--- src/hdl/rs_pkg.sv ---
// shared types, constants and the piece plan table for the rectangle subtract pipeline
package rs_pkg;

    // most pieces one input pair can leave behind
    localparam int PIECE_MAX = 4;
    localparam int CNT_W     = 3;
    localparam int IDX_W     = 2;

    // overlap class of B against A on one axis
    typedef enum logic [2:0] {
        CL_AFTER  = 3'd0,
        CL_TAIL   = 3'd1,
        CL_INNER  = 3'd2,
        CL_WHOLE  = 3'd3,
        CL_HEAD   = 3'd4,
        CL_BEFORE = 3'd5
    } t_class;

    // source of a piece's left edge
    typedef enum logic [1:0] {
        XS_AX,
        XS_BX,
        XS_BR
    } t_xsel;

    // source of a piece's top edge
    typedef enum logic [1:0] {
        YS_AY,
        YS_BY,
        YS_BB
    } t_ysel;

    // source of a piece's width
    typedef enum logic [1:0] {
        WS_AW,
        WS_BXAX,
        WS_ARBR,
        WS_BW
    } t_wsel;

    // source of a piece's height
    typedef enum logic [2:0] {
        HS_AH,
        HS_BYAY,
        HS_ABBB,
        HS_BH,
        HS_BBAY,
        HS_ABBY
    } t_hsel;

    typedef struct packed {
        t_xsel xsel;
        t_ysel ysel;
        t_wsel wsel;
        t_hsel hsel;
    } t_slot;

    // slot 0 is the first piece to leave
    typedef struct packed {
        logic [CNT_W-1:0]          count;
        t_slot [PIECE_MAX-1:0]     slot;
    } t_plan;

    function automatic t_slot make_slot(t_xsel x, t_ysel y, t_wsel w, t_hsel h);
        t_slot s;
        s.xsel = x;
        s.ysel = y;
        s.wsel = w;
        s.hsel = h;
        return s;
    endfunction

    // which pieces a class pair produces, and in which order
    function automatic t_plan piece_plan(t_class cx, t_class cy, logic b_empty);
        t_plan p;
        p.count = CNT_W'(1);
        for (int i = 0; i < PIECE_MAX; i++) begin
            p.slot[i] = make_slot(XS_AX, YS_AY, WS_AW, HS_AH);
        end
        if (!b_empty) begin
            unique case ({cx, cy})
                {CL_TAIL, CL_TAIL}: begin
                    p.count   = CNT_W'(2);
                    p.slot[0] = make_slot(XS_AX, YS_AY, WS_AW,   HS_BYAY);
                    p.slot[1] = make_slot(XS_AX, YS_BY, WS_BXAX, HS_ABBY);
                end
                {CL_TAIL, CL_HEAD}: begin
                    p.count   = CNT_W'(2);
                    p.slot[0] = make_slot(XS_AX, YS_AY, WS_BXAX, HS_BBAY);
                    p.slot[1] = make_slot(XS_AX, YS_BB, WS_AW,   HS_ABBB);
                end
                {CL_HEAD, CL_HEAD}: begin
                    p.count   = CNT_W'(2);
                    p.slot[0] = make_slot(XS_BR, YS_AY, WS_ARBR, HS_BBAY);
                    p.slot[1] = make_slot(XS_AX, YS_BB, WS_AW,   HS_ABBB);
                end
                {CL_HEAD, CL_TAIL}: begin
                    p.count   = CNT_W'(2);
                    p.slot[0] = make_slot(XS_AX, YS_AY, WS_AW,   HS_BYAY);
                    p.slot[1] = make_slot(XS_BR, YS_BY, WS_ARBR, HS_ABBY);
                end
                {CL_TAIL, CL_INNER}: begin
                    p.count   = CNT_W'(3);
                    p.slot[0] = make_slot(XS_AX, YS_AY, WS_AW,   HS_BYAY);
                    p.slot[1] = make_slot(XS_AX, YS_BY, WS_BXAX, HS_BH);
                    p.slot[2] = make_slot(XS_AX, YS_BB, WS_AW,   HS_ABBB);
                end
                {CL_INNER, CL_HEAD}: begin
                    p.count   = CNT_W'(3);
                    p.slot[0] = make_slot(XS_AX, YS_AY, WS_BXAX, HS_AH);
                    p.slot[1] = make_slot(XS_BX, YS_BB, WS_BW,   HS_ABBB);
                    p.slot[2] = make_slot(XS_BR, YS_AY, WS_ARBR, HS_AH);
                end
                {CL_HEAD, CL_INNER}: begin
                    p.count   = CNT_W'(3);
                    p.slot[0] = make_slot(XS_AX, YS_AY, WS_AW,   HS_BYAY);
                    p.slot[1] = make_slot(XS_BR, YS_BY, WS_ARBR, HS_BH);
                    p.slot[2] = make_slot(XS_AX, YS_BB, WS_AW,   HS_ABBB);
                end
                {CL_INNER, CL_TAIL}: begin
                    p.count   = CNT_W'(3);
                    p.slot[0] = make_slot(XS_AX, YS_AY, WS_BXAX, HS_AH);
                    p.slot[1] = make_slot(XS_BX, YS_AY, WS_BW,   HS_BYAY);
                    p.slot[2] = make_slot(XS_BR, YS_AY, WS_ARBR, HS_AH);
                end
                {CL_TAIL, CL_WHOLE}: begin
                    p.slot[0] = make_slot(XS_AX, YS_AY, WS_BXAX, HS_AH);
                end
                {CL_WHOLE, CL_HEAD}: begin
                    p.slot[0] = make_slot(XS_AX, YS_BB, WS_AW,   HS_ABBB);
                end
                {CL_HEAD, CL_WHOLE}: begin
                    p.slot[0] = make_slot(XS_BR, YS_AY, WS_ARBR, HS_AH);
                end
                {CL_WHOLE, CL_TAIL}: begin
                    p.slot[0] = make_slot(XS_AX, YS_AY, WS_AW,   HS_BYAY);
                end
                {CL_WHOLE, CL_INNER}: begin
                    p.count   = CNT_W'(2);
                    p.slot[0] = make_slot(XS_AX, YS_AY, WS_AW,   HS_BYAY);
                    p.slot[1] = make_slot(XS_AX, YS_BB, WS_AW,   HS_ABBB);
                end
                {CL_INNER, CL_WHOLE}: begin
                    p.count   = CNT_W'(2);
                    p.slot[0] = make_slot(XS_AX, YS_AY, WS_BXAX, HS_AH);
                    p.slot[1] = make_slot(XS_BR, YS_AY, WS_ARBR, HS_AH);
                end
                {CL_WHOLE, CL_WHOLE}: begin
                    p.count   = CNT_W'(0);
                end
                {CL_INNER, CL_INNER}: begin
                    p.count   = CNT_W'(4);
                    p.slot[0] = make_slot(XS_AX, YS_AY, WS_AW,   HS_BYAY);
                    p.slot[1] = make_slot(XS_AX, YS_BY, WS_BXAX, HS_BH);
                    p.slot[2] = make_slot(XS_BR, YS_BY, WS_ARBR, HS_BH);
                    p.slot[3] = make_slot(XS_AX, YS_BB, WS_AW,   HS_ABBB);
                end
                default: begin
                end
            endcase
        end
        return p;
    endfunction

endpackage

--- src/hdl/rs_edge.sv ---
// stage one: exact last pixels for classification and wrapped far edges
module rs_edge #(
    parameter int COORD_WIDTH = 16
) (
    input  logic                          i_clk,
    input  logic                          i_rst_n,
    input  logic                          i_valid,
    output logic                          o_stall,
    input  logic [COORD_WIDTH-1:0]        i_ax,
    input  logic [COORD_WIDTH-1:0]        i_ay,
    input  logic [COORD_WIDTH-1:0]        i_aw,
    input  logic [COORD_WIDTH-1:0]        i_ah,
    input  logic [COORD_WIDTH-1:0]        i_bx,
    input  logic [COORD_WIDTH-1:0]        i_by,
    input  logic [COORD_WIDTH-1:0]        i_bw,
    input  logic [COORD_WIDTH-1:0]        i_bh,
    output logic                          o_valid,
    input  logic                          i_stall,
    output logic [COORD_WIDTH-1:0]        o_ax,
    output logic [COORD_WIDTH-1:0]        o_ay,
    output logic [COORD_WIDTH-1:0]        o_aw,
    output logic [COORD_WIDTH-1:0]        o_ah,
    output logic [COORD_WIDTH-1:0]        o_bx,
    output logic [COORD_WIDTH-1:0]        o_by,
    output logic [COORD_WIDTH-1:0]        o_bw,
    output logic [COORD_WIDTH-1:0]        o_bh,
    output logic [COORD_WIDTH-1:0]        o_ar,
    output logic [COORD_WIDTH-1:0]        o_ab,
    output logic [COORD_WIDTH-1:0]        o_br,
    output logic [COORD_WIDTH-1:0]        o_bb,
    output logic signed [COORD_WIDTH+1:0] o_alast_x,
    output logic signed [COORD_WIDTH+1:0] o_blast_x,
    output logic signed [COORD_WIDTH+1:0] o_alast_y,
    output logic signed [COORD_WIDTH+1:0] o_blast_y
);

    localparam logic signed [COORD_WIDTH+1:0] ONE_E = 1;

    // inclusive last pixel, exact in two extra bits
    function automatic logic signed [COORD_WIDTH+1:0] last_of(
        input logic [COORD_WIDTH-1:0] org,
        input logic [COORD_WIDTH-1:0] len
    );
        logic signed [COORD_WIDTH+1:0] org_e;
        logic signed [COORD_WIDTH+1:0] len_e;
        org_e = {{2{org[COORD_WIDTH-1]}}, org};
        len_e = {2'b00, len};
        return org_e + len_e - ONE_E;
    endfunction

    logic                          r_valid;
    logic [COORD_WIDTH-1:0]        r_ax, r_ay, r_aw, r_ah, r_bx, r_by, r_bw, r_bh;
    logic [COORD_WIDTH-1:0]        r_ar, r_ab, r_br, r_bb;
    logic signed [COORD_WIDTH+1:0] r_alast_x, r_blast_x, r_alast_y, r_blast_y;
    logic [COORD_WIDTH-1:0]        n_ar, n_ab, n_br, n_bb;
    logic signed [COORD_WIDTH+1:0] n_alast_x, n_blast_x, n_alast_y, n_blast_y;

    assign o_stall = r_valid & i_stall;

    // edge arithmetic
    always_comb begin
        n_ar      = i_ax + i_aw;
        n_ab      = i_ay + i_ah;
        n_br      = i_bx + i_bw;
        n_bb      = i_by + i_bh;
        n_alast_x = last_of(i_ax, i_aw);
        n_blast_x = last_of(i_bx, i_bw);
        n_alast_y = last_of(i_ay, i_ah);
        n_blast_y = last_of(i_by, i_bh);
    end

    // stage valid
    always_ff @(posedge i_clk) begin
        if (!i_rst_n) begin
            r_valid <= 1'b0;
        end else if (!o_stall) begin
            r_valid <= i_valid;
        end
    end

    // stage payload
    always_ff @(posedge i_clk) begin
        if (!o_stall) begin
            r_ax      <= i_ax;
            r_ay      <= i_ay;
            r_aw      <= i_aw;
            r_ah      <= i_ah;
            r_bx      <= i_bx;
            r_by      <= i_by;
            r_bw      <= i_bw;
            r_bh      <= i_bh;
            r_ar      <= n_ar;
            r_ab      <= n_ab;
            r_br      <= n_br;
            r_bb      <= n_bb;
            r_alast_x <= n_alast_x;
            r_blast_x <= n_blast_x;
            r_alast_y <= n_alast_y;
            r_blast_y <= n_blast_y;
        end
    end

    assign o_valid   = r_valid;
    assign o_ax      = r_ax;
    assign o_ay      = r_ay;
    assign o_aw      = r_aw;
    assign o_ah      = r_ah;
    assign o_bx      = r_bx;
    assign o_by      = r_by;
    assign o_bw      = r_bw;
    assign o_bh      = r_bh;
    assign o_ar      = r_ar;
    assign o_ab      = r_ab;
    assign o_br      = r_br;
    assign o_bb      = r_bb;
    assign o_alast_x = r_alast_x;
    assign o_blast_x = r_blast_x;
    assign o_alast_y = r_alast_y;
    assign o_blast_y = r_blast_y;

endmodule

--- src/hdl/rs_class.sv ---
// stage two: per-axis overlap classes, piece plan and first differences
module rs_class #(
    parameter int COORD_WIDTH = 16
) (
    input  logic                          i_clk,
    input  logic                          i_rst_n,
    input  logic                          i_valid,
    output logic                          o_stall,
    input  logic [COORD_WIDTH-1:0]        i_ax,
    input  logic [COORD_WIDTH-1:0]        i_ay,
    input  logic [COORD_WIDTH-1:0]        i_aw,
    input  logic [COORD_WIDTH-1:0]        i_ah,
    input  logic [COORD_WIDTH-1:0]        i_bx,
    input  logic [COORD_WIDTH-1:0]        i_by,
    input  logic [COORD_WIDTH-1:0]        i_bw,
    input  logic [COORD_WIDTH-1:0]        i_bh,
    input  logic [COORD_WIDTH-1:0]        i_ar,
    input  logic [COORD_WIDTH-1:0]        i_ab,
    input  logic [COORD_WIDTH-1:0]        i_br,
    input  logic [COORD_WIDTH-1:0]        i_bb,
    input  logic signed [COORD_WIDTH+1:0] i_alast_x,
    input  logic signed [COORD_WIDTH+1:0] i_blast_x,
    input  logic signed [COORD_WIDTH+1:0] i_alast_y,
    input  logic signed [COORD_WIDTH+1:0] i_blast_y,
    output logic                          o_valid,
    input  logic                          i_stall,
    output rs_pkg::t_plan                 o_plan,
    output logic [COORD_WIDTH-1:0]        o_ax,
    output logic [COORD_WIDTH-1:0]        o_ay,
    output logic [COORD_WIDTH-1:0]        o_aw,
    output logic [COORD_WIDTH-1:0]        o_ah,
    output logic [COORD_WIDTH-1:0]        o_bx,
    output logic [COORD_WIDTH-1:0]        o_by,
    output logic [COORD_WIDTH-1:0]        o_bw,
    output logic [COORD_WIDTH-1:0]        o_bh,
    output logic [COORD_WIDTH-1:0]        o_ar,
    output logic [COORD_WIDTH-1:0]        o_ab,
    output logic [COORD_WIDTH-1:0]        o_br,
    output logic [COORD_WIDTH-1:0]        o_bb,
    output logic [COORD_WIDTH-1:0]        o_bxax,
    output logic [COORD_WIDTH-1:0]        o_byay,
    output logic [COORD_WIDTH-1:0]        o_bbay,
    output logic [COORD_WIDTH-1:0]        o_abby
);

    // where B sits against A on one axis
    function automatic rs_pkg::t_class axis_class(
        input logic signed [COORD_WIDTH+1:0] a0,
        input logic signed [COORD_WIDTH+1:0] alast,
        input logic signed [COORD_WIDTH+1:0] b0,
        input logic signed [COORD_WIDTH+1:0] blast
    );
        rs_pkg::t_class c;
        if (b0 <= a0) begin
            if (blast < a0) begin
                c = rs_pkg::CL_BEFORE;
            end else if (blast < alast) begin
                c = rs_pkg::CL_HEAD;
            end else begin
                c = rs_pkg::CL_WHOLE;
            end
        end else if (b0 <= alast) begin
            if (blast < alast) begin
                c = rs_pkg::CL_INNER;
            end else begin
                c = rs_pkg::CL_TAIL;
            end
        end else begin
            c = rs_pkg::CL_AFTER;
        end
        return c;
    endfunction

    logic                          r_valid;
    rs_pkg::t_plan                 r_plan, n_plan;
    logic [COORD_WIDTH-1:0]        r_ax, r_ay, r_aw, r_ah, r_bx, r_by, r_bw, r_bh;
    logic [COORD_WIDTH-1:0]        r_ar, r_ab, r_br, r_bb;
    logic [COORD_WIDTH-1:0]        r_bxax, r_byay, r_bbay, r_abby;
    logic [COORD_WIDTH-1:0]        n_bxax, n_byay, n_bbay, n_abby;
    logic signed [COORD_WIDTH+1:0] ax_e, ay_e, bx_e, by_e;
    rs_pkg::t_class                cls_x, cls_y;
    logic                          b_empty;

    assign o_stall = r_valid & i_stall;

    // classify both axes and look up the plan
    always_comb begin
        ax_e    = {{2{i_ax[COORD_WIDTH-1]}}, i_ax};
        ay_e    = {{2{i_ay[COORD_WIDTH-1]}}, i_ay};
        bx_e    = {{2{i_bx[COORD_WIDTH-1]}}, i_bx};
        by_e    = {{2{i_by[COORD_WIDTH-1]}}, i_by};
        cls_x   = axis_class(ax_e, i_alast_x, bx_e, i_blast_x);
        cls_y   = axis_class(ay_e, i_alast_y, by_e, i_blast_y);
        b_empty = (i_bw == '0) | (i_bh == '0);
        n_plan  = rs_pkg::piece_plan(cls_x, cls_y, b_empty);
        n_bxax  = i_bx - i_ax;
        n_byay  = i_by - i_ay;
        n_bbay  = i_bb - i_ay;
        n_abby  = i_ab - i_by;
    end

    // stage valid
    always_ff @(posedge i_clk) begin
        if (!i_rst_n) begin
            r_valid <= 1'b0;
        end else if (!o_stall) begin
            r_valid <= i_valid;
        end
    end

    // stage payload
    always_ff @(posedge i_clk) begin
        if (!o_stall) begin
            r_plan <= n_plan;
            r_ax   <= i_ax;
            r_ay   <= i_ay;
            r_aw   <= i_aw;
            r_ah   <= i_ah;
            r_bx   <= i_bx;
            r_by   <= i_by;
            r_bw   <= i_bw;
            r_bh   <= i_bh;
            r_ar   <= i_ar;
            r_ab   <= i_ab;
            r_br   <= i_br;
            r_bb   <= i_bb;
            r_bxax <= n_bxax;
            r_byay <= n_byay;
            r_bbay <= n_bbay;
            r_abby <= n_abby;
        end
    end

    assign o_valid = r_valid;
    assign o_plan  = r_plan;
    assign o_ax    = r_ax;
    assign o_ay    = r_ay;
    assign o_aw    = r_aw;
    assign o_ah    = r_ah;
    assign o_bx    = r_bx;
    assign o_by    = r_by;
    assign o_bw    = r_bw;
    assign o_bh    = r_bh;
    assign o_ar    = r_ar;
    assign o_ab    = r_ab;
    assign o_br    = r_br;
    assign o_bb    = r_bb;
    assign o_bxax  = r_bxax;
    assign o_byay  = r_byay;
    assign o_bbay  = r_bbay;
    assign o_abby  = r_abby;

endmodule

--- src/hdl/rs_piece.sv ---
// stage three: builds the up to four pieces of one pair from the plan
module rs_piece #(
    parameter int COORD_WIDTH = 16
) (
    input  logic                                           i_clk,
    input  logic                                           i_rst_n,
    input  logic                                           i_valid,
    output logic                                           o_stall,
    input  rs_pkg::t_plan                                  i_plan,
    input  logic [COORD_WIDTH-1:0]                         i_ax,
    input  logic [COORD_WIDTH-1:0]                         i_ay,
    input  logic [COORD_WIDTH-1:0]                         i_aw,
    input  logic [COORD_WIDTH-1:0]                         i_ah,
    input  logic [COORD_WIDTH-1:0]                         i_bx,
    input  logic [COORD_WIDTH-1:0]                         i_by,
    input  logic [COORD_WIDTH-1:0]                         i_bw,
    input  logic [COORD_WIDTH-1:0]                         i_bh,
    input  logic [COORD_WIDTH-1:0]                         i_ar,
    input  logic [COORD_WIDTH-1:0]                         i_ab,
    input  logic [COORD_WIDTH-1:0]                         i_br,
    input  logic [COORD_WIDTH-1:0]                         i_bb,
    input  logic [COORD_WIDTH-1:0]                         i_bxax,
    input  logic [COORD_WIDTH-1:0]                         i_byay,
    input  logic [COORD_WIDTH-1:0]                         i_bbay,
    input  logic [COORD_WIDTH-1:0]                         i_abby,
    output logic                                           o_valid,
    input  logic                                           i_stall,
    output logic [rs_pkg::CNT_W-1:0]                       o_count,
    output logic [rs_pkg::PIECE_MAX-1:0][COORD_WIDTH-1:0]  o_px,
    output logic [rs_pkg::PIECE_MAX-1:0][COORD_WIDTH-1:0]  o_py,
    output logic [rs_pkg::PIECE_MAX-1:0][COORD_WIDTH-1:0]  o_pw,
    output logic [rs_pkg::PIECE_MAX-1:0][COORD_WIDTH-1:0]  o_ph
);

    logic                                          r_valid;
    logic [rs_pkg::CNT_W-1:0]                      r_count;
    logic [rs_pkg::PIECE_MAX-1:0][COORD_WIDTH-1:0] r_px, r_py, r_pw, r_ph;
    logic [rs_pkg::PIECE_MAX-1:0][COORD_WIDTH-1:0] n_px, n_py, n_pw, n_ph;
    logic [COORD_WIDTH-1:0]                        arbr, abbb;
    rs_pkg::t_slot                                 slot;

    assign o_stall = r_valid & i_stall;

    // remaining differences, then per-slot field selection
    always_comb begin
        arbr = i_ar - i_br;
        abbb = i_ab - i_bb;
        for (int i = 0; i < rs_pkg::PIECE_MAX; i++) begin
            slot = i_plan.slot[i];
            case (slot.xsel)
                rs_pkg::XS_BX: n_px[i] = i_bx;
                rs_pkg::XS_BR: n_px[i] = i_br;
                default:       n_px[i] = i_ax;
            endcase
            case (slot.ysel)
                rs_pkg::YS_BY: n_py[i] = i_by;
                rs_pkg::YS_BB: n_py[i] = i_bb;
                default:       n_py[i] = i_ay;
            endcase
            case (slot.wsel)
                rs_pkg::WS_BXAX: n_pw[i] = i_bxax;
                rs_pkg::WS_ARBR: n_pw[i] = arbr;
                rs_pkg::WS_BW:   n_pw[i] = i_bw;
                default:         n_pw[i] = i_aw;
            endcase
            case (slot.hsel)
                rs_pkg::HS_BYAY: n_ph[i] = i_byay;
                rs_pkg::HS_ABBB: n_ph[i] = abbb;
                rs_pkg::HS_BH:   n_ph[i] = i_bh;
                rs_pkg::HS_BBAY: n_ph[i] = i_bbay;
                rs_pkg::HS_ABBY: n_ph[i] = i_abby;
                default:         n_ph[i] = i_ah;
            endcase
        end
    end

    // stage valid: a pair that leaves nothing ends here
    always_ff @(posedge i_clk) begin
        if (!i_rst_n) begin
            r_valid <= 1'b0;
        end else if (!o_stall) begin
            r_valid <= i_valid & (i_plan.count != '0);
        end
    end

    // stage payload
    always_ff @(posedge i_clk) begin
        if (!o_stall) begin
            r_count <= i_plan.count;
            r_px    <= n_px;
            r_py    <= n_py;
            r_pw    <= n_pw;
            r_ph    <= n_ph;
        end
    end

    assign o_valid = r_valid;
    assign o_count = r_count;
    assign o_px    = r_px;
    assign o_py    = r_py;
    assign o_pw    = r_pw;
    assign o_ph    = r_ph;

endmodule

--- src/hdl/rs_serial.sv ---
// output serialiser: hands out the pieces of one pair one beat at a time
module rs_serial #(
    parameter int COORD_WIDTH = 16
) (
    input  logic                                           i_clk,
    input  logic                                           i_rst_n,
    input  logic                                           i_valid,
    output logic                                           o_stall,
    input  logic [rs_pkg::CNT_W-1:0]                       i_count,
    input  logic [rs_pkg::PIECE_MAX-1:0][COORD_WIDTH-1:0]  i_px,
    input  logic [rs_pkg::PIECE_MAX-1:0][COORD_WIDTH-1:0]  i_py,
    input  logic [rs_pkg::PIECE_MAX-1:0][COORD_WIDTH-1:0]  i_pw,
    input  logic [rs_pkg::PIECE_MAX-1:0][COORD_WIDTH-1:0]  i_ph,
    output logic                                           o_valid,
    input  logic                                           i_stall,
    output logic [COORD_WIDTH-1:0]                         o_left,
    output logic [COORD_WIDTH-1:0]                         o_top,
    output logic [COORD_WIDTH-1:0]                         o_width,
    output logic [COORD_WIDTH-1:0]                         o_height,
    output logic                                           o_last
);

    logic                                          r_busy;
    logic [rs_pkg::IDX_W-1:0]                      r_idx, n_idx;
    logic [rs_pkg::IDX_W-1:0]                      r_last_idx;
    logic [rs_pkg::PIECE_MAX-1:0][COORD_WIDTH-1:0] r_px, r_py, r_pw, r_ph;
    logic                                          at_last;
    logic                                          done;
    logic                                          load;

    // the held pair frees its slot on the beat of its final piece
    assign at_last = (r_idx == r_last_idx);
    assign done    = r_busy & ~i_stall & at_last;
    assign o_stall = r_busy & ~done;
    assign load    = i_valid & ~o_stall;

    // piece index
    always_comb begin
        n_idx = r_idx;
        if (load) begin
            n_idx = '0;
        end else if (r_busy && !i_stall) begin
            n_idx = r_idx + 1'b1;
        end
    end

    // control
    always_ff @(posedge i_clk) begin
        if (!i_rst_n) begin
            r_busy <= 1'b0;
            r_idx  <= '0;
        end else begin
            r_idx <= n_idx;
            if (load) begin
                r_busy <= 1'b1;
            end else if (done) begin
                r_busy <= 1'b0;
            end
        end
    end

    // held pieces
    always_ff @(posedge i_clk) begin
        if (load) begin
            r_last_idx <= rs_pkg::IDX_W'(i_count - 1'b1);
            r_px       <= i_px;
            r_py       <= i_py;
            r_pw       <= i_pw;
            r_ph       <= i_ph;
        end
    end

    assign o_valid  = r_busy;
    assign o_left   = r_px[r_idx];
    assign o_top    = r_py[r_idx];
    assign o_width  = r_pw[r_idx];
    assign o_height = r_ph[r_idx];
    assign o_last   = at_last;

endmodule

--- src/hdl/rectangle_subtract.sv ---
// top level of the rectangle subtract block
//
// Takes one pair of rectangles A and B per beat and returns, one beat each,
// the zero to four rectangles that cover A with B cut away, the final one
// flagged by last_piece. The work runs through four registered stages
// (edges, overlap classes and plan, piece assembly, output serialiser).
// A new pair can be taken every cycle while the output keeps pace; the
// single output port moves one piece per cycle unless i_stall holds it, so
// a pair with several pieces holds the port until its last piece goes and
// the pairs behind it wait. A pair that leaves nothing costs no output
// beat. Coordinates wrap to COORD_WIDTH bits.
module rectangle_subtract #(
    parameter int COORD_WIDTH = 16
) (
    input  logic                          i_clk,
    input  logic                          i_rst_n,
    input  logic                          i_valid,
    output logic                          o_stall,
    input  logic signed [COORD_WIDTH-1:0] i_a_left,
    input  logic signed [COORD_WIDTH-1:0] i_a_top,
    input  logic [COORD_WIDTH-1:0]        i_a_width,
    input  logic [COORD_WIDTH-1:0]        i_a_height,
    input  logic signed [COORD_WIDTH-1:0] i_b_left,
    input  logic signed [COORD_WIDTH-1:0] i_b_top,
    input  logic [COORD_WIDTH-1:0]        i_b_width,
    input  logic [COORD_WIDTH-1:0]        i_b_height,
    output logic                          o_valid,
    input  logic                          i_stall,
    output logic signed [COORD_WIDTH-1:0] o_piece_left,
    output logic signed [COORD_WIDTH-1:0] o_piece_top,
    output logic [COORD_WIDTH-1:0]        o_piece_width,
    output logic [COORD_WIDTH-1:0]        o_piece_height,
    output logic                          o_last_piece
);

    // stage one to two
    logic                          s1_valid, s1_stall;
    logic [COORD_WIDTH-1:0]        s1_ax, s1_ay, s1_aw, s1_ah, s1_bx, s1_by, s1_bw, s1_bh;
    logic [COORD_WIDTH-1:0]        s1_ar, s1_ab, s1_br, s1_bb;
    logic signed [COORD_WIDTH+1:0] s1_alast_x, s1_blast_x, s1_alast_y, s1_blast_y;

    // stage two to three
    logic                          s2_valid, s2_stall;
    rs_pkg::t_plan                 s2_plan;
    logic [COORD_WIDTH-1:0]        s2_ax, s2_ay, s2_aw, s2_ah, s2_bx, s2_by, s2_bw, s2_bh;
    logic [COORD_WIDTH-1:0]        s2_ar, s2_ab, s2_br, s2_bb;
    logic [COORD_WIDTH-1:0]        s2_bxax, s2_byay, s2_bbay, s2_abby;

    // stage three to serialiser
    logic                                          s3_valid, s3_stall;
    logic [rs_pkg::CNT_W-1:0]                      s3_count;
    logic [rs_pkg::PIECE_MAX-1:0][COORD_WIDTH-1:0] s3_px, s3_py, s3_pw, s3_ph;

    logic [COORD_WIDTH-1:0] out_left, out_top;

    // edges
    rs_edge #(
        .COORD_WIDTH (COORD_WIDTH)
    ) u_edge (
        .i_clk     (i_clk),
        .i_rst_n   (i_rst_n),
        .i_valid   (i_valid),
        .o_stall   (o_stall),
        .i_ax      (i_a_left),
        .i_ay      (i_a_top),
        .i_aw      (i_a_width),
        .i_ah      (i_a_height),
        .i_bx      (i_b_left),
        .i_by      (i_b_top),
        .i_bw      (i_b_width),
        .i_bh      (i_b_height),
        .o_valid   (s1_valid),
        .i_stall   (s1_stall),
        .o_ax      (s1_ax),
        .o_ay      (s1_ay),
        .o_aw      (s1_aw),
        .o_ah      (s1_ah),
        .o_bx      (s1_bx),
        .o_by      (s1_by),
        .o_bw      (s1_bw),
        .o_bh      (s1_bh),
        .o_ar      (s1_ar),
        .o_ab      (s1_ab),
        .o_br      (s1_br),
        .o_bb      (s1_bb),
        .o_alast_x (s1_alast_x),
        .o_blast_x (s1_blast_x),
        .o_alast_y (s1_alast_y),
        .o_blast_y (s1_blast_y)
    );

    // classes and plan
    rs_class #(
        .COORD_WIDTH (COORD_WIDTH)
    ) u_class (
        .i_clk     (i_clk),
        .i_rst_n   (i_rst_n),
        .i_valid   (s1_valid),
        .o_stall   (s1_stall),
        .i_ax      (s1_ax),
        .i_ay      (s1_ay),
        .i_aw      (s1_aw),
        .i_ah      (s1_ah),
        .i_bx      (s1_bx),
        .i_by      (s1_by),
        .i_bw      (s1_bw),
        .i_bh      (s1_bh),
        .i_ar      (s1_ar),
        .i_ab      (s1_ab),
        .i_br      (s1_br),
        .i_bb      (s1_bb),
        .i_alast_x (s1_alast_x),
        .i_blast_x (s1_blast_x),
        .i_alast_y (s1_alast_y),
        .i_blast_y (s1_blast_y),
        .o_valid   (s2_valid),
        .i_stall   (s2_stall),
        .o_plan    (s2_plan),
        .o_ax      (s2_ax),
        .o_ay      (s2_ay),
        .o_aw      (s2_aw),
        .o_ah      (s2_ah),
        .o_bx      (s2_bx),
        .o_by      (s2_by),
        .o_bw      (s2_bw),
        .o_bh      (s2_bh),
        .o_ar      (s2_ar),
        .o_ab      (s2_ab),
        .o_br      (s2_br),
        .o_bb      (s2_bb),
        .o_bxax    (s2_bxax),
        .o_byay    (s2_byay),
        .o_bbay    (s2_bbay),
        .o_abby    (s2_abby)
    );

    // piece assembly
    rs_piece #(
        .COORD_WIDTH (COORD_WIDTH)
    ) u_piece (
        .i_clk   (i_clk),
        .i_rst_n (i_rst_n),
        .i_valid (s2_valid),
        .o_stall (s2_stall),
        .i_plan  (s2_plan),
        .i_ax    (s2_ax),
        .i_ay    (s2_ay),
        .i_aw    (s2_aw),
        .i_ah    (s2_ah),
        .i_bx    (s2_bx),
        .i_by    (s2_by),
        .i_bw    (s2_bw),
        .i_bh    (s2_bh),
        .i_ar    (s2_ar),
        .i_ab    (s2_ab),
        .i_br    (s2_br),
        .i_bb    (s2_bb),
        .i_bxax  (s2_bxax),
        .i_byay  (s2_byay),
        .i_bbay  (s2_bbay),
        .i_abby  (s2_abby),
        .o_valid (s3_valid),
        .i_stall (s3_stall),
        .o_count (s3_count),
        .o_px    (s3_px),
        .o_py    (s3_py),
        .o_pw    (s3_pw),
        .o_ph    (s3_ph)
    );

    // one piece per output beat
    rs_serial #(
        .COORD_WIDTH (COORD_WIDTH)
    ) u_serial (
        .i_clk    (i_clk),
        .i_rst_n  (i_rst_n),
        .i_valid  (s3_valid),
        .o_stall  (s3_stall),
        .i_count  (s3_count),
        .i_px     (s3_px),
        .i_py     (s3_py),
        .i_pw     (s3_pw),
        .i_ph     (s3_ph),
        .o_valid  (o_valid),
        .i_stall  (i_stall),
        .o_left   (out_left),
        .o_top    (out_top),
        .o_width  (o_piece_width),
        .o_height (o_piece_height),
        .o_last   (o_last_piece)
    );

    assign o_piece_left = out_left;
    assign o_piece_top  = out_top;

`ifndef SYNTH
    // a piece that is not the last is always followed by another
    a_more_follows: assert property (@(posedge i_clk) disable iff (!i_rst_n)
        o_valid && !o_last_piece && !i_stall |=> o_valid)
        else $error("pair ended before its last piece");

    // back-pressure at the input only comes from a piece waiting at the output
    a_stall_source: assert property (@(posedge i_clk) disable iff (!i_rst_n)
        o_stall |-> o_valid)
        else $error("input stalled with no piece pending");

    // after the final piece the output goes idle unless a pair is ready
    a_idle_after_last: assert property (@(posedge i_clk) disable iff (!i_rst_n)
        o_valid && o_last_piece && !i_stall && !s3_valid |=> !o_valid)
        else $error("output beat with no pair behind it");
`endif

endmodule

--- config.mk ---
export PLATFORM = sky130hd
export DESIGN_NAME = rectangle_subtract
export DESIGN_NICKNAME = d
export VERILOG_FILES = /design/src/hdl/rs_pkg.sv /design/src/hdl/rs_edge.sv /design/src/hdl/rs_class.sv /design/src/hdl/rs_piece.sv /design/src/hdl/rs_serial.sv /design/src/hdl/rectangle_subtract.sv
export SDC_FILE = /design/constraint.sdc
export NUM_CORES = 2
export LEC_CHECK = 0
export BUFFER_PORTS_ARGS = -buffer_cell sky130_fd_sc_hd__buf_2
export CAP_MARGIN = 20
export CELL_PAD_IN_SITES_DETAIL_PLACEMENT = 0
export CELL_PAD_IN_SITES_GLOBAL_PLACEMENT = 1
export CORE_UTILIZATION = 40
export DETAILED_ROUTE_END_ITERATION = 8
export GPL_ROUTABILITY_DRIVEN = 0
export HOLD_SLACK_MARGIN = 0.05
export PLACE_DENSITY_LB_ADDON = 0.05
export SYNTH_ARGS = -nofsm -noshare
export SYNTH_HDL_FRONTEND = slang
export SYNTH_HIERARCHICAL = 1
export SYNTH_SLANG_ARGS = --single-unit
export TNS_END_PERCENT = 20
--- constraint.sdc ---
create_clock -name i_clk -period 98.5 [get_ports i_clk]
set_input_delay 29.55 -clock i_clk [delete_from_list [all_inputs] [get_ports i_clk]]
set_output_delay 29.55 -clock i_clk [all_outputs]
set_load 0.02 [all_outputs]
== Yosys cells after proc, flatten, opt, wreduce, memory -nomap -nowiden ==
Cells that the tools add are included.

* Bits in registers: 1,081
* Latch bits: 0
* Memory bits (writable): 0
* Bits in read-only memories: 0
* Input port bits: 132
* Output and inout bits: 67
* Word-level logic and storage cells: 251
* Memories: 0

* Add/sub/neg operators: 20
* Multiply operators: 0
* Divide/modulo/power cells: 0
* $lt $le $gt $ge: 9
* Equal/unequal tests: 65
* Shift-type cells: 0
* Mux-type cells: 41
* Bitwise gates (word level): 13
* Reduce and logical (&&, ||, !) cells: 15

{| class="wikitable"
|+ Operator list
! operator !! number
|-
| $pmux 16 s5 || 4
|-
| $pmux 16 s2 || 8
|-
| $pmux 16 s3 || 4
|-
| $bmux 16 s2 || 4
|-
| $sub 16x16->16 || 6
|-
| $add 16x17->18 || 4
|-
| $pmux 9 s8 || 1
|-
| $sub 18x2->18 const B || 4
|-
| $add 16x16->16 || 4
|-
| $mux 16 || 4
|-
| $pmux 9 s6 || 1
|-
| $eq 6x5->1 const B || 8
|-
| $le 16x18->1 || 2
|-
| $lt 18x16->1 || 2
|-
| $lt 18x18->1 || 2
|-
| $eq 2x2->1 const B || 16
|-
| $le 16x16->1 || 2
|-
| $logic_not 16->1 || 2
|-
| $pmux 9 s3 || 1
|-
| $eq 2x1->1 const B || 12
|-
| $eq 3x2->1 const B || 8
|-
| $eq 3x3->1 const B || 8
|-
| $eq 6x4->1 const B || 4
|-
| $eq 6x6->1 const B || 4
|-
| other kinds (22) || 48
|}

== Depth between registers and ports, before layout ==
* Word-level depth: 8
* Gate-level depth with buffers: 13
* Mapped depth without buffers: 12

== By module ==
Netlist, hierarchy kept.

{| class="wikitable"
|+ By module, submodules not included
! module !! times used !! cells an instance !! area each (um^2) !! seq. area each (um^2)
|-
| rs_piece || 1 || 1,658 || 16,854.9 || 7,797.5
|-
| rs_edge || 1 || 1,303 || 15,178.3 || 7,947.6
|-
| rs_class || 1 || 1,090 || 14,242.4 || 8,308.0
|-
| rs_serial || 1 || 357 || 9,507.9 || 7,807.5
|}

== Least setup slack after synthesis ==
No wires, ideal clock.

* Path type: input-to-output
* Start point: input port i_stall
* End point: output port o_stall
* Arrival time: 48.916 ns
* Data required time: 68.950 ns
* Path slack: 20.034 ns
* Stages: 7
* Buffers on the path: 0
* Path through: o31a_1 -> nand2_1 -> inv_1 -> nand2_1 -> inv_1 -> nand2_1 -> inv_1

* Word-level cells in the longest chain between the ends: 8

{| class="wikitable"
|+ RTL lines
! item !! RTL line !! RTL
|-
| start, declared || rectangle_subtract.sv:28 || <nowiki>input logic i_stall,</nowiki>
|-
| $not 1->1 || rs_serial.sv:33 || <nowiki>assign done = r_busy & ~i_stall & at_last;</nowiki>
|-
| $and 1x1->1 (2 in a row) || rs_serial.sv:33 ||
|-
| $not 1->1 || rs_serial.sv:34 || <nowiki>assign o_stall = r_busy & ~done;</nowiki>
|-
| $and 1x1->1 || rs_serial.sv:34 ||
|-
| $and 1x1->1 || rs_piece.sv:42 || <nowiki>assign o_stall = r_valid & i_stall;</nowiki>
|-
| via s2_stall || rectangle_subtract.sv:43 || <nowiki>logic s2_valid, s2_stall;</nowiki>
|-
| $and 1x1->1 || rs_class.sv:84 || <nowiki>assign o_stall = r_valid & i_stall;</nowiki>
|-
| via s1_stall || rectangle_subtract.sv:37 || <nowiki>logic s1_valid, s1_stall;</nowiki>
|-
| $and 1x1->1 || rs_edge.sv:58 || <nowiki>assign o_stall = r_valid & i_stall;</nowiki>
|-
| end, declared || rectangle_subtract.sv:18 || <nowiki>output logic o_stall,</nowiki>
|}

The timed path passes the listed nets, and every way through them passes these cells.

== Final worst setup path ==
* Start point: input port i_stall
* End point: output port o_stall

* Word-level cells in the longest chain between the ends: 8

{| class="wikitable"
|+ RTL lines
! item !! RTL line !! RTL
|-
| $not 1->1 || rs_serial.sv:33 ||
|-
| $and 1x1->1 (2 in a row) || rs_serial.sv:33 ||
|-
| $not 1->1 || rs_serial.sv:34 ||
|-
| $and 1x1->1 || rs_serial.sv:34 ||
|-
| via s3_stall || rectangle_subtract.sv:50 || <nowiki>logic s3_valid, s3_stall;</nowiki>
|-
| $and 1x1->1 || rs_piece.sv:42 ||
|-
| via s2_stall || rectangle_subtract.sv:43 ||
|-
| $and 1x1->1 || rs_class.sv:84 ||
|-
| via s1_stall || rectangle_subtract.sv:37 ||
|-
| $and 1x1->1 || rs_edge.sv:58 ||
|}

The timed path passes the listed nets, and every way through them passes these cells.

==> flow_metrics.py <==
metrics = {
    "outcome": {
        "status": "complete, no violations",
    },
    "critical_path": {
        "required_ps": 68950,
        "crit_chain": "buf_2 > o31a_1 > nand2_4 > inv_1 > nand2_4 > inv_1 > nand2_4 > inv_1 > buf_2",
        "r2r_start": "u_serial/r_idx[0]",
        "slowest_stage": "nand2_4",
        "reg2regPathDepth": 9,
        "worst-path-max-fanout": 62,
        "reg2reg_to": "u_edge/o_bx[3]",
        "critPathLaunchType": "primary input",
        "critPathMaxStageDelay_ps": 630,
        "worst-setup-path-type": "primary input to output port",
        "worstPathArrival_ps": 32300,
        "crit_buf_inv": 5,
        "critPathCaptureType": "output port",
        "rrSetupSlack_ps": 93010,
        "crit_family": "simple AND/OR/NAND/NOR gates",
        "crit_path_start": "i_stall",
    },
    "global_route": {
        "grt_pass1_wl_mm": 243,
        "grt_pass1_vias": 34200,
        "grt-ovfl-total": 0,
        "antenna_found_initial": 24,
        "grtUsageTotal": 0.239,
        "grt_max_degree": 193,
    },
    "sta": {
        "fin_skew_ps": 57.6,
        "holdWs_ps": 377,
        "hold_violations": 0,
        "rsz0062_at_grt": "false",
        "fin_crit_ps": 61850,
        "relSlewSlack": 0.245,
        "setup_violations": 0,
        "worstMarginPinSlew_ps": 1130,
        "period_share": 0.628,
        "fmax_ghz": 0.0162,
        "finalSetupTns_ps": 0,
        "maxSlewViolCount": 0,
    },
    "power_and_ir_drop": {
        "irDropWorstVdd_mv": 0.0170,
        "p_per_area_nw_per_um2": 22.6,
        "p_leak_nw": 24.3,
    },
    "run": {
        "maxCapViolCount": 0,
    },
    "clock_network": {
        "ctsHoldBuffers": 0,
        "cts_made_buffers": 116,
        "cts_setup_buffers": 0,
        "htree_levels": 3,
        "clock_sinks": 1062,
        "clk_latency_ps": 750,
        "root_buffer": "clkbuf_16",
        "clk_path_buf_depth": 3,
        "cts.repair.resized": 0,
        "cts.reportedPaths.clkPinSlew_ps": 60,
        "tritoncts": "built",
    },
    "min_path": {
        "min_delay_worst_endpoint": "u_serial/r_ph[43]",
        "hp-start": "u_piece/o_ph[43]",
        "holdPathStages": 0,
        "hold_path.class": "register to register",
    },
    "synth": {
        "synth_cells": 4407,
        "netlist_area_um2": 55800,
        "avgSynthCellArea_um2": 12.7,
        "ys_warn_count": 6,
    },
    "die": {
        "die_h_um": 375,
        "die_area_um2": 141000,
        "rows": 136,
        "core_um2": 138000,
        "io_pins": 199,
        "start_util": 0.405,
        "die_x_um": 375,
    },
    "detailed_routing": {
        "first_pass_iters": 5,
        "drt_wl_total_mm": 171,
        "wl_per_cell_um": 26.3,
        "route.detailed.drc": 0,
        "vias": 36200,
        "ant_nets": 0,
        "vias_per_cell": 5.58,
        "drt_iter0_markers": 3788,
    },
    "placed_design": {
        "dp_hpwl_mm": 129,
        "port_buffers": 198,
    },
    "finish": {
        "final_cell_mix": "1,056 x edfxtp_1, 465 x inv_1, 397 x ha_1",
        "final_net_count": 5145,
        "area_growth_pct": 11.8,
        "utilization": 0.452,
        "drive_above_1_share": 0.131,
        "final_common_cell": "edfxtp_1",
    },
}
==> state kept, by name (all words and copies together), names as in the netlist, 18 cells and up <==
| name | count |
|---|---|
| u_edge/o_blast_x | 18 |
| u_piece/o_py | 64 |
| u_piece/o_pw | 64 |
| u_serial/r_px | 64 |
| u_edge/o_alast_x | 18 |
| u_serial/r_ph | 64 |
| u_piece/o_ph | 64 |
| u_edge/o_alast_y | 18 |
| u_piece/o_px | 64 |
| u_serial/r_py | 64 |
| u_edge/o_blast_y | 18 |
| u_serial/r_pw | 64 |
| u_class/o_plan | 20 |
==> how the worst max path moves through the flow <==
stage	endpoint	slack, ps	cells past startpoint
2_1_floorplan	o_stall	20060	7
3_3_place_gp	o_stall	36550	9
3_5_place_dp	o_stall	36550	9
4_1_cts	o_stall	36550	9
5_1_grt	o_stall	36340	9
6_report	o_stall	36650	9
==> power breakdown <==
part | switching, mW | total (mW) | internal [mW]
combinational | 0.205 | 0.332 | 0.127
sequential | 0.0580 | 0.649 | 0.591
clock | 0.185 | 0.431 | 0.247
==> per-layer routing <==
layer / global-route usage / vias to the layer above / share of wire
li1: - / 16900 / -
met1: 0.398 / 17900 / 0.52
met2: 0.324 / 1239 / 0.40
met3: 0.0300 / 167 / 0.063
met4: 0.0512 / 0 / 0.017
met5: 0 / - / 0
==> worst reg2reg max path: stages (launching register included) <==
cell and delay, ps:
dfxtp_4 960, xor2_1 240, o31a_1 390, nand2_4 630
inv_1 180, nand2_4 340, inv_1 160, nand2_4 570
buf_12 680, buf_4 890
==> stage by stage <==
step	cell area, um^2	instances	power (mW)	worst slack [ps]
floorplan	55800	4418	0.851	20060
global placement	58500	6272	0.978	36550
detailed placement	58500	6272	0.981	36550
CTS	62300	6486	1.42	36550
global route	62300	6488	1.48	36340
finish	62300	6491	1.41	36650
==> layout make-up <==
| cell class | instances | area (um^2) |
|---|---|---|
| clock inverter | 79 | 768 |
| fill | 12600 | 75500 |
| antenna | 3 | 7.51 |
| multi-input combinational | 2715 | 21400 |
| clock buffer | 135 | 3000 |
| timing repair buffer | 235 | 1310 |
| sequential | 1062 | 31800 |
| tap | 1794 | 2240 |
| inverter | 468 | 1760 |
No activity file was read; power rests on OpenSTA's default activity.
